`config.mk`:
```
export PLATFORM = sky130hd
export DESIGN_NAME = lcg_random_pixel_generator_top
export DESIGN_NICKNAME = d
export VERILOG_FILES = /design/src/rtl/core/lrpg_pkg.sv /design/src/rtl/core/lcg_random_pixel_generator_top.sv /design/src/rtl/core/lrpg_lcg_step.sv /design/src/rtl/core/lrpg_in_stage.sv /design/src/rtl/core/lrpg_pixel_unit.sv
export SDC_FILE = /design/constraint.sdc
export NUM_CORES = 2
export LEC_CHECK = 0
export ABC_AREA = 1
export BUFFER_PORTS_ARGS = -buffer_cell sky130_fd_sc_hd__buf_2
export CAP_MARGIN = 20
export CORE_UTILIZATION = 50
export CTS_CLUSTER_DIAMETER = 200
export CTS_CLUSTER_SIZE = 25
export DETAILED_ROUTE_END_ITERATION = 16
export PLACE_DENSITY = 0.68
export RECOVER_POWER = 100
export SKIP_LAST_GASP = 1
export SLEW_MARGIN = 20
export SYNTH_ARGS = -nofsm -noshare
export SYNTH_HDL_FRONTEND = slang
export SYNTH_HIERARCHICAL = 1
export SYNTH_SLANG_ARGS = --single-unit
```
`constraint.sdc`:
```
create_clock -name clock -period 10.4 [get_ports clock]
set_clock_uncertainty 0.15 [all_clocks]
set_input_delay 3.12 -clock clock [delete_from_list [all_inputs] [get_ports clock]]
set_output_delay 3.12 -clock clock [all_outputs]
set_load 0.1 [all_outputs]
```
`src/rtl/core/lrpg_pkg.sv`:
```
// shared types and constants for the lcg random pixel generator
package lrpg_pkg;

   // field and state widths
   localparam int unsigned MODE_W  = 2;
   localparam int unsigned STATE_W = 48;
   localparam int unsigned DRAW_W  = 32;
   localparam int unsigned PIXEL_W = 32;
   localparam int unsigned COUNT_W = 6;

   // pixel modes; the fourth code behaves as full color
   localparam logic [MODE_W-1:0] MODE_COLOR = 2'd0;
   localparam logic [MODE_W-1:0] MODE_GRAY  = 2'd1;
   localparam logic [MODE_W-1:0] MODE_MONO  = 2'd2;

   // generator constants: multiplier split as HI * 2^32 + LO
   localparam logic [31:0]        LCG_MUL_LO = 32'hDEEC_E66D;
   localparam logic [2:0]         LCG_MUL_HI = 3'd5;
   localparam logic [STATE_W-1:0] LCG_ADD    = 48'h0000_0000_000B;

   // pixels per draw in the packed modes
   localparam logic [COUNT_W-1:0] GRAY_PER_DRAW = 6'd4;
   localparam logic [COUNT_W-1:0] MONO_PER_DRAW = 6'd32;

   // pixel words
   localparam logic [PIXEL_W-1:0] PIXEL_ALPHA = 32'hFF00_0000;
   localparam logic [PIXEL_W-1:0] PIXEL_WHITE = 32'hFFFF_FFFF;

   // one request item held in the input register
   typedef struct packed {
      logic [MODE_W-1:0] mode;
      logic              frame_start;
   } req_item_type;

endpackage

```
`src/rtl/core/lcg_random_pixel_generator_top.sv`:
```
// top level of the lcg random pixel generator
//
//   channel   ports                          direction
//   req       req_valid/req_ready, fields    in   mode, frame_start
//   rsp       rsp_valid/rsp_ready, fields    out  pixel
//   csr       csr_we, csr_wdata              in   seed (loads generator)
//
// one pixel per cycle sustained while rsp_ready is high; an accepted item passes
// the input register, then the result register, before the result is valid.
// the generator advance (one 32x32 multiply plus narrow terms) sets the cycle time.
// synchronous reset clears the generator, the leftover bits and both valid flags.
// a stalled result holds its register; the input register fills behind it.
module lcg_random_pixel_generator_top (
   input  logic                          clock,
   input  logic                          reset,
   input  logic                          req_valid,
   output logic                          req_ready,
   input  logic [lrpg_pkg::MODE_W-1:0]   req_mode,
   input  logic                          req_frame_start,
   output logic                          rsp_valid,
   input  logic                          rsp_ready,
   output logic [lrpg_pkg::PIXEL_W-1:0]  rsp_pixel,
   input  logic                          csr_we,
   input  logic [lrpg_pkg::STATE_W-1:0]  csr_wdata
);

   logic                   item_valid;
   logic                   item_take;
   lrpg_pkg::req_item_type item;

   // input register
   lrpg_in_stage u_in_stage (
      .clock           (clock),
      .reset           (reset),
      .req_valid       (req_valid),
      .req_ready       (req_ready),
      .req_mode        (req_mode),
      .req_frame_start (req_frame_start),
      .item_valid      (item_valid),
      .item            (item),
      .item_take       (item_take)
   );

   // generator and result register
   lrpg_pixel_unit u_pixel_unit (
      .clock      (clock),
      .reset      (reset),
      .item_valid (item_valid),
      .item       (item),
      .item_take  (item_take),
      .csr_we     (csr_we),
      .csr_wdata  (csr_wdata),
      .rsp_valid  (rsp_valid),
      .rsp_ready  (rsp_ready),
      .rsp_pixel  (rsp_pixel)
   );

endmodule

```
`src/rtl/core/lrpg_lcg_step.sv`:
```
// one advance of the 48-bit linear congruential generator
module lrpg_lcg_step (
   input  logic [lrpg_pkg::STATE_W-1:0] state,
   output logic [lrpg_pkg::STATE_W-1:0] state_next
);

   logic [lrpg_pkg::STATE_W-1:0] prod_lo;
   logic [15:0] prod_hi;
   logic [15:0] prod_x5;
   logic [lrpg_pkg::STATE_W-1:0] upper_sum;

   // state * mul mod 2^48: one 32x32 product plus two narrow ones landing at bit 32
   assign prod_lo = 48'(state[31:0]) * 48'(lrpg_pkg::LCG_MUL_LO);
   assign prod_hi = state[47:32] * lrpg_pkg::LCG_MUL_LO[15:0];
   assign prod_x5 = state[15:0] * 16'(lrpg_pkg::LCG_MUL_HI);

   assign upper_sum = {prod_hi + prod_x5, 32'h0};

   assign state_next = prod_lo + upper_sum + lrpg_pkg::LCG_ADD;

endmodule

```
`src/rtl/core/lrpg_in_stage.sv`:
```
// input register for request items
module lrpg_in_stage (
   input  logic                       clock,
   input  logic                       reset,
   input  logic                       req_valid,
   output logic                       req_ready,
   input  logic [lrpg_pkg::MODE_W-1:0] req_mode,
   input  logic                       req_frame_start,
   output logic                       item_valid,
   output lrpg_pkg::req_item_type     item,
   input  logic                       item_take
);

   logic                   valid_ff;
   logic                   valid_in;
   lrpg_pkg::req_item_type item_ff;

   // free when empty or when the held item moves on this cycle
   assign req_ready = !valid_ff || item_take;
   assign valid_in  = (req_valid && req_ready) || (valid_ff && !item_take);

   // valid flag
   always_ff @(posedge clock) begin
      if (reset) begin
         valid_ff <= 1'b0;
      end else begin
         valid_ff <= valid_in;
      end
   end

   // payload
   always_ff @(posedge clock) begin
      if (req_valid && req_ready) begin
         item_ff.mode        <= req_mode;
         item_ff.frame_start <= req_frame_start;
      end
   end

   assign item_valid = valid_ff;
   assign item       = item_ff;

endmodule

```
`src/rtl/core/lrpg_pixel_unit.sv`:
```
// generator state, leftover draw bits and the result register
module lrpg_pixel_unit (
   input  logic                          clock,
   input  logic                          reset,
   input  logic                          item_valid,
   input  lrpg_pkg::req_item_type        item,
   output logic                          item_take,
   input  logic                          csr_we,
   input  logic [lrpg_pkg::STATE_W-1:0]  csr_wdata,
   output logic                          rsp_valid,
   input  logic                          rsp_ready,
   output logic [lrpg_pkg::PIXEL_W-1:0]  rsp_pixel
);

   logic [lrpg_pkg::STATE_W-1:0] state_ff, state_in, state_next;
   logic [lrpg_pkg::DRAW_W-1:0]  bits_ff, bits_in;
   logic [lrpg_pkg::COUNT_W-1:0] count_ff, count_in;
   logic [lrpg_pkg::MODE_W-1:0]  prev_mode_ff;
   logic                         rsp_valid_ff, rsp_valid_in;
   logic [lrpg_pkg::PIXEL_W-1:0] pixel_ff, pixel_in;

   logic                         discard;
   logic [lrpg_pkg::DRAW_W-1:0]  bits_cur, bits_use;
   logic [lrpg_pkg::COUNT_W-1:0] count_cur;
   logic [lrpg_pkg::DRAW_W-1:0]  draw_val;
   logic                         need_draw;
   logic [7:0]                   grey;

   lrpg_lcg_step u_step (
      .state      (state_ff),
      .state_next (state_next)
   );

   assign draw_val = state_next[47:16];

   // move the held item when the result register is free or being emptied
   assign item_take = item_valid && (!rsp_valid_ff || rsp_ready);

   // frame start or mode change drops what is left of the last draw
   assign discard   = item.frame_start || (item.mode != prev_mode_ff);
   assign bits_cur  = discard ? '0 : bits_ff;
   assign count_cur = discard ? '0 : count_ff;
   assign need_draw = (count_cur == '0);
   assign bits_use  = need_draw ? draw_val : bits_cur;
   assign grey      = bits_use[7:0];

   // pixel and next leftover state per mode
   always_comb begin
      pixel_in = lrpg_pkg::PIXEL_ALPHA;
      bits_in  = '0;
      count_in = '0;
      state_in = state_next;
      case (item.mode)
         lrpg_pkg::MODE_GRAY: begin
            pixel_in = lrpg_pkg::PIXEL_ALPHA | {8'h00, grey, grey, grey};
            bits_in  = bits_use >> 8;
            count_in = (need_draw ? lrpg_pkg::GRAY_PER_DRAW : count_cur) - 6'd1;
            state_in = need_draw ? state_next : state_ff;
         end
         lrpg_pkg::MODE_MONO: begin
            pixel_in = bits_use[0] ? lrpg_pkg::PIXEL_WHITE : lrpg_pkg::PIXEL_ALPHA;
            bits_in  = bits_use >> 1;
            count_in = (need_draw ? lrpg_pkg::MONO_PER_DRAW : count_cur) - 6'd1;
            state_in = need_draw ? state_next : state_ff;
         end
         default: begin
            pixel_in = lrpg_pkg::PIXEL_ALPHA | draw_val;
            bits_in  = '0;
            count_in = '0;
            state_in = state_next;
         end
      endcase
   end

   assign rsp_valid_in = item_take || (rsp_valid_ff && !rsp_ready);

   // control and generator state
   always_ff @(posedge clock) begin
      if (reset) begin
         state_ff     <= '0;
         bits_ff      <= '0;
         count_ff     <= '0;
         prev_mode_ff <= lrpg_pkg::MODE_COLOR;
         rsp_valid_ff <= 1'b0;
      end else begin
         rsp_valid_ff <= rsp_valid_in;
         if (csr_we) begin
            state_ff <= csr_wdata;
         end else if (item_take) begin
            state_ff <= state_in;
         end
         if (item_take) begin
            bits_ff      <= bits_in;
            count_ff     <= count_in;
            prev_mode_ff <= item.mode;
         end
      end
   end

   // result payload
   always_ff @(posedge clock) begin
      if (item_take) begin
         pixel_ff <= pixel_in;
      end
   end

   assign rsp_valid = rsp_valid_ff;
   assign rsp_pixel = pixel_ff;

`ifndef SYNTHESIS
   // leftover count never exceeds one draw of mono pixels
   a_count_range: assert property (@(posedge clock) disable iff (reset)
      count_ff <= lrpg_pkg::MONO_PER_DRAW)
      else $error("leftover count out of range");

   // a full color item leaves nothing over
   a_color_clears: assert property (@(posedge clock) disable iff (reset)
      (item_take && item.mode == lrpg_pkg::MODE_COLOR) |=> (count_ff == '0 && bits_ff == '0))
      else $error("leftover bits kept after full color item");

   // a grey item leaves at most three bytes
   a_gray_count: assert property (@(posedge clock) disable iff (reset)
      (item_take && item.mode == lrpg_pkg::MODE_GRAY) |=> (count_ff < lrpg_pkg::GRAY_PER_DRAW))
      else $error("grey leftover count too large");

   // the generator only moves on an item or a seed write
   a_state_hold: assert property (@(posedge clock) disable iff (reset)
      (!item_take && !csr_we) |=> $stable(state_ff))
      else $error("generator state moved without cause");
`endif

endmodule
```
# Word-level counts from Yosys, hierarchy flattened
# Index checks and enable logic that the tools add are counted.
[word_totals]
register_bits = 125
in_bits = 56
out_inout_bits = 34
elab_cells = 51
[op_classes]
addsub = 5
n_mul = 3
eq_ne = 4
n_mux = 13
reduce_logical = 17
[ops]
columns = ["operator", "count"]
rows = [
  ["$mux W48", 4],
  ["$mux W32", 2],
  ["$pmux W32 S2", 1],
  ["$pmux W31 S2", 1],
  ["$add A48 B4 Y48 const B", 1],
  ["$add A48 B48 Y48", 1],
  ["$mul A32 B32 Y48 const B", 1],
  ["$mux W24", 1],
  ["$mux W6", 3],
  ["$add A16 B16 Y16", 1],
  ["$mul A16 B14 Y16 const B", 1],
  ["$mul A16 B3 Y16 const B", 1],
  ["$pmux W6 S2", 1],
  ["$sub A6 B1 Y6 const B", 2],
  ["$logic_not A6 Y1", 1],
  ["$logic_or A1 B1 Y1", 5],
  ["$logic_and A1 B1 Y1", 4],
  ["$logic_not A1 Y1", 4],
  ["$ne A3 B1 Y1 const B", 1],
  ["$eq A2 B1 Y1 const B", 1],
  ["$eq A2 B2 Y1 const B", 1],
  ["$ne A2 B2 Y1", 1],
  ["$reduce_and A2 Y1", 1],
  ["$reduce_bool A2 Y1", 1],
  ["$reduce_or A2 Y1", 1],
]

# Logic depth before layout (Yosys ltp)
[logic_depth]
word_depth = 8
mapped_depth = 49
mapped_depth_nobuf = 49

# Cells and area by module
# The synthesis kept the hierarchy.
[modules_own_cells]
columns = ["module", "n_inst", "cells_per_inst", "area_per_inst_um2", "seq_area_each_um2"]
rows = [
  ["lrpg_lcg_step", 1, 2159, 20168.1, 0.0],
  ["lrpg_pixel_unit", 1, 849, 5775.5, 2482.4],
  ["lrpg_in_stage", 1, 9, 137.6, 110.1],
]

# Least setup slack after synthesis
# OpenSTA, ideal clock, no wires.
[synth_timing]
path_type = "input to output"
from = "input port rsp_ready"
to = "output port req_ready"
t_arrival_ns = 4.608
t_required_ns = 7.130
setup_slack_ns = 2.522
path_stages = 7
path_buffers = 1
cell_sequence = "inv_1 -> nand2_1 -> nand2_2 -> clkbuf_1 -> inv_1 -> inv_2 -> nand2_2"
[synth_between]
elab_chain_len = 3
[synth_rtl]
columns = ["element", "line", "rtl"]
rows = [
  ["start, declared", "lcg_random_pixel_generator_top.sv:21", "input logic rsp_ready,"],
  ["$logic_or A1 B1 Y1", "lrpg_pixel_unit.sv:37", "assign item_take = item_valid && (!rsp_valid_ff || rsp_ready);"],
  ["$logic_and A1 B1 Y1", "lrpg_pixel_unit.sv:37", ""],
  ["named net item_take", "lcg_random_pixel_generator_top.sv:28", "logic item_take;"],
  ["$logic_or A1 B1 Y1", "lrpg_in_stage.sv:19", "assign req_ready = !valid_ff || item_take;"],
  ["end, declared", "lcg_random_pixel_generator_top.sv:17", "output logic req_ready,"],
]
# The timed path passes the listed nets, and every way through them passes these cells.

# Final worst setup path
# Ends and elaborated chain as after synthesis.

==> summary.md <==
| Metric | Value |
|---|---|
| Number of nets still failing antenna checks after routing | 0 |
| First-pass GRT wire length | 134000 µm |
| Placeable core region | 51400 µm² |
| Count of cells along the worst register-to-register path | 31 |
| Initial core utilization | 0.507 |
| Total global routing track utilization | 0.347 |
| Clk pin slew, worst setup/hold paths | 60 ps |
| Clock sinks | 116 |
| Number of top-level pins | 90 |
| Unrepaired setup endpoints after global routing | false |
| Via count of the first global-routing pass | 21.6k |
| Count of cells along the worst hold path | 2 |
| Maximum level of the CTS H-tree | 4 |
| FF-to-FF End | u_pixel_unit/state_ff[37] |
| Drt first-iter violations | 1660 |
| Via density per instance | 5.42 |
| Setup TNS after final layout | 0 ps |
| Worst hold slack after final layout | 315 ps |
| Inserted Clock Buffers | 17 |
| Layout overhead on the synthesized area | 6.38% |
| Number of nets in the layout | 3994 |
| Final period demand of the worst path | 9670 ps |
| Utilization of the core after routing | 0.540 |
| PostCTS Resize Cnt | 0 |
| Drt drc | 0 |
| Max-cap violations | 3 |
| Post-route cell area | 27700 µm² |
| Diodes inserted | 0 |
| Required time at the worst-slack endpoint | 7130 ps |
| Launching element of the worst setup path | rsp_ready |
| Worst endpoint data arrival time | 6400 ps |
| Commonest cells after routing, fill and taps aside | 792 x sky130_fd_sc_hd__inv_1, 583 x sky130_fd_sc_hd__nand2_1, 507 x sky130_fd_sc_hd__fa_1, 350 x sky130_fd_sc_hd__ha_1, 119 x sky130_fd_sc_hd__nor2_1 |
| Clock tree root driver cell | sky130_fd_sc_hd__clkbuf_16 |
| Violated checks | max-capacitance violations, max-slew violations |
| Initial antenna violation count | 0 |
| Final Max Slew Viols | 123 |
| Layout filler cell count | 4828 |
| Type of element launching the critical path | input port |
| Total die area | 53100 µm² |
| Pin count of the biggest net entering global routing | 65 |
| Final global-route overflow total | 0 |
| Final estimated routing congestion in global placement | 1.06 |
| Placed instance area | 27200 µm² |
| R2r setup slk | 1130 ps |
| End point of the most critical hold path | u_pixel_unit/bits_ff[28] |
| TritonCTS clock tree | done |
| Average cell area after synthesis | 8.64 µm² |
| Hold buffers post-CTS | 0 |
| Fraction of layout instances using a drive strength above 1 | 0.0430 |
| Max Buffers Root-to-Sink | 2 |
| Post-CTS Setup Repair Bufs | 0 |
| Vertical extent of the die | 230 µm |
| Slew @ Worst Pin | 2320 ps |
| Iteration count of the initial detailed-routing pass | 5 |
| Highest net fanout along the worst path | 44 |
| Most frequently used flop master after synthesis | sky130_fd_sc_hd__dfxtp_1 |
| Worst slew slack as a fraction of its limit | -0.548 |
| Yosys reg bits | 116 |
| Reg-to-reg critical path startpoint | u_pixel_unit/state_ff[3] |
| Endpoints failing hold | 0 |
| Classification of the worst-slack hold path | reg2reg |
| Drt total wl | 88200 µm |
| Post-synthesis instance area | 26100 µm² |
| Seq/Total Area, Yosys | 0.0994 |
| IO Port Bufs | 81 |
| Die W | 230 µm |
| Period Utilization, post-route | 0.930 |
| Total via count after detailed routing | 20.5k |
| Worst setup EP type | output pin |
| DP HPWL | 76900 µm |
| Number of flops mapped to enable cells by yosys | 27 |
| Leading cell type in the layout, fill and taps excluded | sky130_fd_sc_hd__inv_1 |
| Post-Synthesis Cells | 3017 |
| Average detailed-routed wire length per instance | 23.4 µm |
| Result of the run | complete, but fails checks |
| Synthesis Warnings | 6 |
| Number of unique standard cell types used by synthesis | 51 |
| Share of flip-flops with an asynchronous set or reset after synthesis | 0 |
| Worst-skew pair later-pin latency | 470 ps |
| Startpoint of the most critical hold path | u_pixel_unit/bits_ff[28] |
| Rows | 83 |
| Setup violators final | 0 |
| Critical path class | in2out |
| Fmax | 103 MHz |
-- routing by layer --
layer / wire length, µm / vias to the layer above / global-route usage
met3: 6060 / 167 / 0.0485
met1: 36200 / 10300 / 0.456
met2: 40200 / 815 / 0.550
met5: 0 / - / 0
met4: 5740 / 0 / 0.202
li1: - / 9200 / -
-- worst max path at each step --
stage | to | slack, ps
after floorplan | req_ready | 2520
after global placement | u_pixel_unit/state_ff[37] | 1490
after detailed placement | u_pixel_unit/state_ff[37] | 1420
after CTS | u_pixel_unit/state_ff[37] | 1390
after global routing | req_ready | 520
final | req_ready | 730
-- synthesized netlist by cell type (6+ instances only) --
cell                       count  share of area
sky130_fd_sc_hd__nor4_1        6         0.0014
sky130_fd_sc_hd__a21oi_1     103          0.020
sky130_fd_sc_hd__o21ai_0      76          0.015
sky130_fd_sc_hd__buf_4        14         0.0040
sky130_fd_sc_hd__clkbuf_1     22         0.0032
sky130_fd_sc_hd__o21ai_1       6         0.0012
sky130_fd_sc_hd__xnor2_1      28         0.0094
sky130_fd_sc_hd__nand2_1     583          0.084
sky130_fd_sc_hd__ha_1        350           0.17
sky130_fd_sc_hd__fa_1        507           0.39
sky130_fd_sc_hd__nand3_1     100          0.019
sky130_fd_sc_hd__a31oi_1      12         0.0029
sky130_fd_sc_hd__o211ai_1     28         0.0081
sky130_fd_sc_hd__inv_1       792           0.11
sky130_fd_sc_hd__buf_2        19         0.0036
sky130_fd_sc_hd__nand3b_1      8         0.0023
sky130_fd_sc_hd__a21o_1       10         0.0029
sky130_fd_sc_hd__nor2_1      118          0.017
sky130_fd_sc_hd__or2_2         6         0.0014
sky130_fd_sc_hd__nand4_1      13         0.0031
sky130_fd_sc_hd__dfxtp_1      89          0.068
sky130_fd_sc_hd__xor2_1       37          0.012
sky130_fd_sc_hd__edfxtp_1     27          0.031
-- layout make-up --
cell class              instances  area [µm²]  area share
flip-flops and latches        116        2590      0.0934
repair buffers                 97         472      0.0170
multi-input cells            2052       20200       0.728
clock inverters                10         140     0.00505
well taps                     680         851      0.0307
clock buffers                  22         507      0.0183
inverters                     797        2990       0.108
-- critical path, stage by stage --
cell and delay (ps):
sky130_fd_sc_hd__buf_2 100, sky130_fd_sc_hd__inv_1 40, sky130_fd_sc_hd__nand2_1 70, sky130_fd_sc_hd__nand2_2 60
sky130_fd_sc_hd__clkbuf_1 1630, sky130_fd_sc_hd__inv_1 90, sky130_fd_sc_hd__clkbuf_1 610, sky130_fd_sc_hd__clkinv_1 210
sky130_fd_sc_hd__nand2_2 80, sky130_fd_sc_hd__clkbuf_2 370
-- through the flow --
step	instances	setup WS, ps
2_1_floorplan	3024	2520
3_3_place_gp	3742	1490
3_5_place_dp	3742	1420
4_1_cts	3774	1390
5_1_grt	3774	518
6_report	3774	731
-- cells by family after synthesis --
family                     count (synthesis)  synth area share
and+or+nand+nor                          858             0.135
xor gates and xnor gates                  65            0.0218
muxes                                      5           0.00216
buffers and inverters                    856             0.126
AOI/OAI and AO/OA                        259            0.0580
adders and majority gates                857             0.557
other                                      1          0.000144
DFF                                      116            0.0994
-- sequential cells by signal, indices dropped and copies added, names as in the netlist --
| register | cells |
|---|---|
| u_in_stage/item | 3 |
| u_pixel_unit/state_ff | 48 |
| u_pixel_unit/count_ff | 6 |
| u_pixel_unit/rsp_valid | 1 |
| u_pixel_unit/rsp_pixel | 24 |
| u_pixel_unit/prev_mode_ff | 2 |
| u_in_stage/item_valid | 1 |
| u_pixel_unit/bits_ff | 31 |
Power is not shown: default switching activity piles up to over one toggle a cycle in this logic, so the estimate is an artifact.
